### config.mk
export PLATFORM = sky130hd
export DESIGN_NAME = cpu_eight_bit_alu_with_flags_unit
export DESIGN_NICKNAME = d
export VERILOG_FILES = /design/src/rtl/core/cpualu_pkg.sv /design/src/rtl/core/cpualu_exec.sv /design/src/rtl/core/cpu_eight_bit_alu_with_flags_unit.sv
export SDC_FILE = /design/constraint.sdc
export NUM_CORES = 1
export LEC_CHECK = 0
export BUFFER_PORTS_ARGS = -buffer_cell sky130_fd_sc_hd__clkbuf_2
export CAP_MARGIN = 20
export CELL_PAD_IN_SITES_DETAIL_PLACEMENT = 1
export CELL_PAD_IN_SITES_GLOBAL_PLACEMENT = 2
export CORE_MARGIN = 10
export CORE_UTILIZATION = 38
export DETAILED_ROUTE_END_ITERATION = 16
export PLACE_DENSITY_LB_ADDON = 0.1
export SLEW_MARGIN = 20
export SYNTH_ARGS = -nofsm -noshare
export SYNTH_HDL_FRONTEND = slang
export SYNTH_SLANG_ARGS = --single-unit
### constraint.sdc
create_clock -name clk -period 4.9 [get_ports clk]
set_clock_uncertainty 0.2 [all_clocks]
set_input_delay 0.735 -clock clk [delete_from_list [all_inputs] [get_ports clk]]
set_output_delay 0.735 -clock clk [all_outputs]
set_load 0.02 [all_outputs]
### src/rtl/core/cpualu_pkg.sv
package cpualu_pkg;

  // Operation codes carried in the opcode field.
  localparam logic [4:0] OP_ADD    = 5'd0;
  localparam logic [4:0] OP_ADC    = 5'd1;
  localparam logic [4:0] OP_SUB    = 5'd2;
  localparam logic [4:0] OP_SBC    = 5'd3;
  localparam logic [4:0] OP_AND    = 5'd4;
  localparam logic [4:0] OP_XOR    = 5'd5;
  localparam logic [4:0] OP_OR     = 5'd6;
  localparam logic [4:0] OP_CP     = 5'd7;
  localparam logic [4:0] OP_INC    = 5'd8;
  localparam logic [4:0] OP_DEC    = 5'd9;
  localparam logic [4:0] OP_DAA    = 5'd10;
  localparam logic [4:0] OP_CPL    = 5'd11;
  localparam logic [4:0] OP_SCF    = 5'd12;
  localparam logic [4:0] OP_CCF    = 5'd13;
  localparam logic [4:0] OP_RLCA   = 5'd14;
  localparam logic [4:0] OP_RLA    = 5'd15;
  localparam logic [4:0] OP_RRCA   = 5'd16;
  localparam logic [4:0] OP_RRA    = 5'd17;
  localparam logic [4:0] OP_RLC    = 5'd18;
  localparam logic [4:0] OP_RL     = 5'd19;
  localparam logic [4:0] OP_RRC    = 5'd20;
  localparam logic [4:0] OP_RR     = 5'd21;
  localparam logic [4:0] OP_SLA    = 5'd22;
  localparam logic [4:0] OP_SRA    = 5'd23;
  localparam logic [4:0] OP_SRL    = 5'd24;
  localparam logic [4:0] OP_SWAP   = 5'd25;
  localparam logic [4:0] OP_BIT    = 5'd26;
  localparam logic [4:0] OP_RES    = 5'd27;
  localparam logic [4:0] OP_SET    = 5'd28;
  localparam logic [4:0] OP_ADD16  = 5'd29;
  localparam logic [4:0] OP_ADD_SP = 5'd30;

  // Flag bit positions.
  localparam int unsigned FLAG_Z = 3;
  localparam int unsigned FLAG_N = 2;
  localparam int unsigned FLAG_H = 1;
  localparam int unsigned FLAG_C = 0;

  // Decimal adjust constants.
  localparam logic [7:0] DAA_HI_ADJ = 8'h60;
  localparam logic [7:0] DAA_LO_ADJ = 8'h06;
  localparam logic [7:0] DAA_HI_MAX = 8'h99;
  localparam logic [3:0] DAA_LO_MAX = 4'h9;

  typedef struct packed {
    logic [4:0]  opcode;
    logic [15:0] operand_a;
    logic [15:0] operand_b;
    logic [2:0]  bit_index;
    logic [3:0]  flags_in;
  } in_item_t;

  typedef struct packed {
    logic [15:0] result_value;
    logic [3:0]  flags_out;
    logic        result_valid;
  } out_item_t;

endpackage

### src/rtl/core/cpualu_exec.sv
module cpualu_exec (
  input  cpualu_pkg::in_item_t  item,
  output cpualu_pkg::out_item_t res
);

  logic [7:0]  a;
  logic [7:0]  b;
  logic        zi, ni, hi, ci;
  logic        add_ci, sub_ci;
  logic [8:0]  add_sum;
  logic [4:0]  add_nib;
  logic [8:0]  sub_dif;
  logic [4:0]  sub_nib;
  logic        daa_hi, daa_lo;
  logic [7:0]  daa_adj;
  logic [7:0]  daa_val;
  logic [7:0]  bit_mask;
  logic [16:0] w_sum;
  logic [12:0] w_low;
  logic [15:0] sp_off;
  logic [15:0] sp_sum;
  logic [4:0]  sp_nib;
  logic [8:0]  sp_byte;

  assign a  = item.operand_a[7:0];
  assign b  = item.operand_b[7:0];
  assign zi = item.flags_in[cpualu_pkg::FLAG_Z];
  assign ni = item.flags_in[cpualu_pkg::FLAG_N];
  assign hi = item.flags_in[cpualu_pkg::FLAG_H];
  assign ci = item.flags_in[cpualu_pkg::FLAG_C];

  assign add_ci  = (item.opcode == cpualu_pkg::OP_ADC) ? ci : 1'b0;
  assign add_sum = {1'b0, a} + {1'b0, b} + {8'd0, add_ci};
  assign add_nib = {1'b0, a[3:0]} + {1'b0, b[3:0]} + {4'd0, add_ci};

  assign sub_ci  = (item.opcode == cpualu_pkg::OP_SBC) ? ci : 1'b0;
  assign sub_dif = {1'b0, a} - {1'b0, b} - {8'd0, sub_ci};
  assign sub_nib = {1'b0, a[3:0]} - {1'b0, b[3:0]} - {4'd0, sub_ci};

  // After a subtraction the adjustment follows the stored flags only.
  assign daa_hi  = ni ? ci : (ci | (a > cpualu_pkg::DAA_HI_MAX));
  assign daa_lo  = ni ? hi : (hi | (a[3:0] > cpualu_pkg::DAA_LO_MAX));
  assign daa_adj = (daa_hi ? cpualu_pkg::DAA_HI_ADJ : 8'h00)
                 | (daa_lo ? cpualu_pkg::DAA_LO_ADJ : 8'h00);
  assign daa_val = ni ? (a - daa_adj) : (a + daa_adj);

  assign bit_mask = 8'h01 << item.bit_index;

  assign w_sum = {1'b0, item.operand_a} + {1'b0, item.operand_b};
  assign w_low = {1'b0, item.operand_a[11:0]} + {1'b0, item.operand_b[11:0]};

  assign sp_off  = {{8{b[7]}}, b};
  assign sp_sum  = item.operand_a + sp_off;
  assign sp_nib  = {1'b0, item.operand_a[3:0]} + {1'b0, b[3:0]};
  assign sp_byte = {1'b0, item.operand_a[7:0]} + {1'b0, b};

  always_comb begin
    logic [7:0]  r8;
    logic [15:0] r16;
    logic        wide;
    logic        zres;
    logic        z, n, h, c, v;
    r8   = a;
    r16  = 16'd0;
    wide = 1'b0;
    zres = 1'b0;
    z    = zi;
    n    = ni;
    h    = hi;
    c    = ci;
    v    = 1'b1;
    unique case (item.opcode)
      cpualu_pkg::OP_ADD, cpualu_pkg::OP_ADC: begin
        r8 = add_sum[7:0]; h = add_nib[4]; c = add_sum[8]; n = 1'b0; zres = 1'b1;
      end
      cpualu_pkg::OP_SUB, cpualu_pkg::OP_SBC: begin
        r8 = sub_dif[7:0]; h = sub_nib[4]; c = sub_dif[8]; n = 1'b1; zres = 1'b1;
      end
      cpualu_pkg::OP_CP: begin
        // Flags as for a subtraction, accumulator left as it was.
        h = sub_nib[4]; c = sub_dif[8]; n = 1'b1;
        z = (sub_dif[7:0] == 8'd0); v = 1'b0;
      end
      cpualu_pkg::OP_AND: begin
        r8 = a & b; n = 1'b0; h = 1'b1; c = 1'b0; zres = 1'b1;
      end
      cpualu_pkg::OP_XOR: begin
        r8 = a ^ b; n = 1'b0; h = 1'b0; c = 1'b0; zres = 1'b1;
      end
      cpualu_pkg::OP_OR: begin
        r8 = a | b; n = 1'b0; h = 1'b0; c = 1'b0; zres = 1'b1;
      end
      cpualu_pkg::OP_INC: begin
        r8 = a + 8'd1; h = (a[3:0] == 4'hF); n = 1'b0; zres = 1'b1;
      end
      cpualu_pkg::OP_DEC: begin
        r8 = a - 8'd1; h = (a[3:0] == 4'h0); n = 1'b1; zres = 1'b1;
      end
      cpualu_pkg::OP_DAA: begin
        r8 = daa_val; c = daa_hi; h = 1'b0; zres = 1'b1;
      end
      cpualu_pkg::OP_CPL: begin
        r8 = ~a; n = 1'b1; h = 1'b1;
      end
      cpualu_pkg::OP_SCF: begin
        n = 1'b0; h = 1'b0; c = 1'b1;
      end
      cpualu_pkg::OP_CCF: begin
        n = 1'b0; h = 1'b0; c = ~ci;
      end
      cpualu_pkg::OP_RLCA: begin
        r8 = {a[6:0], a[7]}; c = a[7]; n = 1'b0; h = 1'b0; z = 1'b0;
      end
      cpualu_pkg::OP_RLA: begin
        r8 = {a[6:0], ci}; c = a[7]; n = 1'b0; h = 1'b0; z = 1'b0;
      end
      cpualu_pkg::OP_RRCA: begin
        r8 = {a[0], a[7:1]}; c = a[0]; n = 1'b0; h = 1'b0; z = 1'b0;
      end
      cpualu_pkg::OP_RRA: begin
        r8 = {ci, a[7:1]}; c = a[0]; n = 1'b0; h = 1'b0; z = 1'b0;
      end
      cpualu_pkg::OP_RLC: begin
        r8 = {a[6:0], a[7]}; c = a[7]; n = 1'b0; h = 1'b0; zres = 1'b1;
      end
      cpualu_pkg::OP_RL: begin
        r8 = {a[6:0], ci}; c = a[7]; n = 1'b0; h = 1'b0; zres = 1'b1;
      end
      cpualu_pkg::OP_RRC: begin
        r8 = {a[0], a[7:1]}; c = a[0]; n = 1'b0; h = 1'b0; zres = 1'b1;
      end
      cpualu_pkg::OP_RR: begin
        r8 = {ci, a[7:1]}; c = a[0]; n = 1'b0; h = 1'b0; zres = 1'b1;
      end
      cpualu_pkg::OP_SLA: begin
        r8 = {a[6:0], 1'b0}; c = a[7]; n = 1'b0; h = 1'b0; zres = 1'b1;
      end
      cpualu_pkg::OP_SRA: begin
        r8 = {a[7], a[7:1]}; c = a[0]; n = 1'b0; h = 1'b0; zres = 1'b1;
      end
      cpualu_pkg::OP_SRL: begin
        r8 = {1'b0, a[7:1]}; c = a[0]; n = 1'b0; h = 1'b0; zres = 1'b1;
      end
      cpualu_pkg::OP_SWAP: begin
        r8 = {a[3:0], a[7:4]}; c = 1'b0; n = 1'b0; h = 1'b0; zres = 1'b1;
      end
      cpualu_pkg::OP_BIT: begin
        z = ~a[item.bit_index]; n = 1'b0; h = 1'b1; v = 1'b0;
      end
      cpualu_pkg::OP_RES: begin
        r8 = a & ~bit_mask;
      end
      cpualu_pkg::OP_SET: begin
        r8 = a | bit_mask;
      end
      cpualu_pkg::OP_ADD16: begin
        wide = 1'b1; r16 = w_sum[15:0]; h = w_low[12]; c = w_sum[16]; n = 1'b0;
      end
      cpualu_pkg::OP_ADD_SP: begin
        // Flags come from the unsigned low-byte add, not the signed sum.
        wide = 1'b1; r16 = sp_sum; h = sp_nib[4]; c = sp_byte[8];
        z = 1'b0; n = 1'b0;
      end
      default: begin
        v = 1'b0;
      end
    endcase
    if (zres) begin
      z = (r8 == 8'd0);
    end
    res.result_value = wide ? r16 : {8'd0, r8};
    res.flags_out    = {z, n, h, c};
    res.result_valid = v;
  end

endmodule

### src/rtl/core/cpu_eight_bit_alu_with_flags_unit.sv
// Eight-bit CPU ALU with flags, as used in the execute stage of a small
// handheld-console style core.
//
// Usage: an operation enters on the in_ channel (in_valid / in_ready /
// in_data) and its result leaves on the out_ channel (out_valid /
// out_ready / out_data). Each transfer carries one packed struct from
// cpualu_pkg. Every operation gives exactly one result, in order.
//
// A transfer sits in the input register until the result register can
// load it, and out_valid is high once the result register holds it.
// Throughput is one operation per cycle while out_ready is high; the
// single-pass logic between the two registers sets it.
//
// When the receiver holds out_ready low, the result register keeps its
// contents, the input register still takes one more operation, and only
// then does in_ready fall. Reset (rst_n low, synchronous) empties both
// registers by clearing the two valid bits; the payloads are not reset.
module cpu_eight_bit_alu_with_flags_unit (
  input  logic                  clk,
  input  logic                  rst_n,
  input  logic                  in_valid,
  output logic                  in_ready,
  input  cpualu_pkg::in_item_t  in_data,
  output logic                  out_valid,
  input  logic                  out_ready,
  output cpualu_pkg::out_item_t out_data
);

  // Input register: holds one operation waiting to be evaluated.
  logic                  s1_valid_r;
  logic                  s1_valid_nxt;
  cpualu_pkg::in_item_t  s1_item_r;

  // Result register: holds one evaluated operation waiting to be taken.
  logic                  out_valid_r;
  logic                  out_valid_nxt;
  cpualu_pkg::out_item_t out_item_r;

  cpualu_pkg::out_item_t exec_out;

  logic in_xfer;
  logic out_xfer;
  logic s2_load;

  // The evaluation logic sits between the two registers.
  cpualu_exec u_exec (
    .item (s1_item_r),
    .res  (exec_out)
  );

  assign out_xfer = out_valid_r & out_ready;

  // The result register can take a new value when it is empty or when its
  // current value leaves in this cycle.
  assign s2_load = s1_valid_r & (~out_valid_r | out_ready);

  // The input register can take a new operation when it is empty or when
  // its current operation moves on to the result register.
  assign in_ready = ~s1_valid_r | s2_load;
  assign in_xfer  = in_valid & in_ready;

  always_comb begin
    s1_valid_nxt = s1_valid_r;
    if (in_xfer) begin
      s1_valid_nxt = 1'b1;
    end else if (s2_load) begin
      s1_valid_nxt = 1'b0;
    end
  end

  always_comb begin
    out_valid_nxt = out_valid_r;
    if (s2_load) begin
      out_valid_nxt = 1'b1;
    end else if (out_xfer) begin
      out_valid_nxt = 1'b0;
    end
  end

  always_ff @(posedge clk) begin
    if (!rst_n) begin
      s1_valid_r  <= 1'b0;
      out_valid_r <= 1'b0;
    end else begin
      s1_valid_r  <= s1_valid_nxt;
      out_valid_r <= out_valid_nxt;
    end
  end

  // Payload registers carry no reset; the valid bits qualify them.
  always_ff @(posedge clk) begin
    if (in_xfer) begin
      s1_item_r <= in_data;
    end
    if (s2_load) begin
      out_item_r <= exec_out;
    end
  end

  assign out_valid = out_valid_r;
  assign out_data  = out_item_r;

  // A new operation may only enter a full input register if the held one
  // moves to the result register in the same cycle.
  a_no_overwrite: assert property (@(posedge clk) disable iff (!rst_n)
    in_xfer && s1_valid_r |-> s2_load)
    else $error("input register overwritten while full");

  // A stalled, full pipe must refuse new operations.
  a_stall_backpressure: assert property (@(posedge clk) disable iff (!rst_n)
    s1_valid_r && out_valid_r && !out_ready |-> !in_ready)
    else $error("in_ready high while both registers are stalled");

  // Whatever enters the result register is offered in the next cycle.
  a_load_shows: assert property (@(posedge clk) disable iff (!rst_n)
    s2_load |=> out_valid)
    else $error("loaded result not offered");

  // Eight-bit operations leave the high byte of the result clear.
  a_byte_high_zero: assert property (@(posedge clk) disable iff (!rst_n)
    s1_valid_r && s1_item_r.opcode != cpualu_pkg::OP_ADD16
      && s1_item_r.opcode != cpualu_pkg::OP_ADD_SP
    |-> exec_out.result_value[15:8] == 8'd0)
    else $error("eight-bit operation drove the high result byte");

  // Compare and bit test never request a write-back.
  a_no_writeback: assert property (@(posedge clk) disable iff (!rst_n)
    s1_valid_r && (s1_item_r.opcode == cpualu_pkg::OP_CP
      || s1_item_r.opcode == cpualu_pkg::OP_BIT)
    |-> !exec_out.result_valid)
    else $error("compare or bit test requested a write-back");

endmodule
==> out/results.ini <==
[floorplanning]
start_util_pct = 38.8
num_io_pins = 71
core_area_um2 = 15900
die_w_um = 148
fp.dieH_um = 148
dieArea_um2 = 21800
row_count = 46

[route]
via_per_inst = 6.05
drt_first_pass_iters = 5
wl_per_cell_um = 24.5
route.detailed.drc = 0
wirelength_um = 23100
num_vias = 5708
ant_nets = 0
drt_first_iter_violations = 496

[timing]
fin_crit_ps = 4480
maxSlewHeadroom_pct = 37.6
grt_setup_unrepaired = false
finalMaxSlewViolations = 0
finalSetupViolCount = 0
worst_pin_slew_ps = 934
finalSetupTns_ps = 0
hold_viol = 0
finalCritPeriodShare_pct = 91.4
max_freq_ghz = 0.223

[worst_hold_path]
hold_depth = 2
min_from = s1_valid_r
hold_class = flop to flop
hold_end = s1_valid_r

[clock_tree]
post_cts_buffers = 0
clockBufferDepth = 2
hold_buffers = 0
cts-buffers-inserted = 9
clockRootBuffer = clkbuf_16
clk_pin_slew_ps = 70
cts_resized = 0
h-tree-depth = 3
cts_tree = built
clk_latency_ps = 350
clock-sinks = 67

[worst_setup_path]
critical_path.max_stage_delay_ps = 490
cpMaxStageDelayCell = o21ai_0
cp_data_required_time_ps = 4800
cp-start-kind = flop
crit_arrival_ps = 4380
path_max_fanout = 10
path_cells = buf_4 > o21ai_0 > o211ai_1 > a31oi_1 > ha_1 > a21oi_1 > o21ai_0 > ha_1 > or2_2 > nor2_1 > nand3_1 > o211ai_1 > xnor2_1 > a21o_2 > a211o_1 > a41o_1
crit_type = flop to flop
rr_endpoint = out_data[4]
r2r-start = s1_item_r[25]
reg2reg_depth = 16
r2r_slack_ps = 420
crit_start = s1_item_r[25]
endpoint_kind = flop

[cells_and_area]
stdcell_count = 943
antennaDiodeCount = 0
nNetsFinal = 822
synthToLayoutAreaGrowth_pct = 13.4
fillers = 1890
layout-drive-gt1-share_pct = 20.6

[logic_synthesis]
synth_top_family_by_area = compound AO/OA/AOI/OAI gates
synth_edf_count = 65
synth-xor-area-share_pct = 5.66
ys_seq_area_share_pct = 32.2
yosysTopAreaCell = edfxtp_1
synth-simple-area-share_pct = 19.1
synthMuxAreaShare_pct = 2.71
synth_commonest_cells = edfxtp_1, nand2_1, nor2_1
yosys-top-cells-area = edfxtp_1, ha_1, a21oi_1, xor2_1, nand2_1
synth_area_per_cell_um2 = 9.45
synth_ff_type = edfxtp_1
yosysTopAreaCellShare_pct = 31.5
synthCells = 655
ys_ff_latch = 67
yosys.cell_count.top_type = edfxtp_1
yosysUniqueCellTypes = 98
yosysWarnings = 0
synth_area_um2 = 6190
synthAdderAreaFrac_pct = 11.0
synth_nets = 755
synthArstFlopShare_pct = 0
synth_compound_area_share_pct = 24.2

[global_route]
grt_pass1_wl_um = 36100
grt_usage_pct = 21.1
overflow = 0
antenna_found_initial = 0
grt_max_degree = 45
grt_pass1_vias = 6104

[place]
dp.cells = 927
io_buffers = 70
dp_hpwl_um = 17700
place.gp.congestion = 0.960

[outcome]
outcome = finished clean

[power]
leakagePower_nw = 2.78
powerDensity_nw_per_um2 = 280
ir_worst_vdd_uv = 150

[job]
drv_cap = 0

-- area by class of cell --
cell class	instances	area (µm²)	area share [%]
Inverter	32	120	1.71
Clock inverter	5	53.8	0.766
Multi-Input combinational cell	527	3890	55.4
Timing Repair Buffer	85	463	6.60
Tap cell	216	270	3.85
Clock buffer	11	233	3.32
Sequential cell	67	1990	28.4
-- cell usage in the layout, fill, tap and decap left out, types with 5 or more instances in the layout --
cell,instances
a211oi_1,8
a21o_1,9
a21oi_1,41
a221oi_1,6
a31oi_1,5
and2_1,6
buf_4,15
clkbuf_16,9
clkbuf_2,70
edfxtp_1,65
ha_1,48
inv_1,30
mux2i_1,10
nand2_1,51
nand2b_1,10
nand3_1,17
nand4_1,7
nor2_1,50
nor2b_1,7
nor3_1,12
o211ai_1,9
o21a_1,5
o21ai_0,35
o21ai_1,7
o22ai_1,11
or2_2,9
or3_1,5
xnor2_1,17
xor2_1,23
-- registers in the layout, indices dropped and copies added, names as in the netlist --
name	flops
out_data	21
out_valid	1
s1_item_r	44
s1_valid_r	1
-- worst max-delay path: cells and delay by family, from the launching register on --
| family | cells | cell delay, ps |
|---|---|---|
| flops | 1 | 440 |
| simple gates | 3 | 460 |
| compound gates | 9 | 2250 |
| fa+ha+maj | 2 | 540 |
| buf+inv | 1 | 220 |
| xor+xnor | 1 | 130 |
-- kinds of logic (layout without fill, tap and decap cells) --
family | after synthesis | in the layout
AO/OA/AOI/OAI | 204 | 204
flip-flops | 67 | 67
AND/OR/NAND/NOR | 217 | 217
adder cells (fa/ha/maj) | 52 | 52
multiplexers | 14 | 14
XOR/XNOR | 40 | 40
buffers and inverters | 61 | 133
-- power by group --
group / total (mW) / switching (mW) / internal [mW]
clock network: 0.663 / 0.270 / 0.393
logic: 0.601 / 0.377 / 0.224
registers: 0.703 / 0.0308 / 0.673
total: 1.97 / 0.678 / 1.29
-- worst max path at each step --
stage                               to
final                      out_data[4]
after CTS                  out_data[4]
after global placement     out_data[4]
after detailed placement   out_data[4]
after global routing       out_data[4]
after floorplan           out_data[12]
-- metal layers --
layer	track usage [%]	share of wire [%]	wire [µm]
met4	6.39	2.0	454
met1	27.5	43	10000
met2	34.4	47	10900
met3	4.58	7.2	1660
met5	0	0	0
-- per-stage QoR --
| step | hold slack (ps) | cell area (µm²) | util, % | power, mW | setup WS, ps |
|---|---|---|---|---|---|
| after floorplan | 277 | 6190 | - | 1.13 | 994 |
| after global placement | 291 | 6730 | 42.2 | 1.29 | 515 |
| after detailed placement | 327 | 6730 | 42.2 | 1.31 | 525 |
| after CTS | 350 | 7020 | 44.0 | 1.97 | 475 |
| after global routing | 349 | 7020 | 44.0 | 2.07 | 285 |
| final | 352 | 7020 | 44.0 | 1.97 | 421 |
Note: power is estimated with default switching activity, not from simulation.
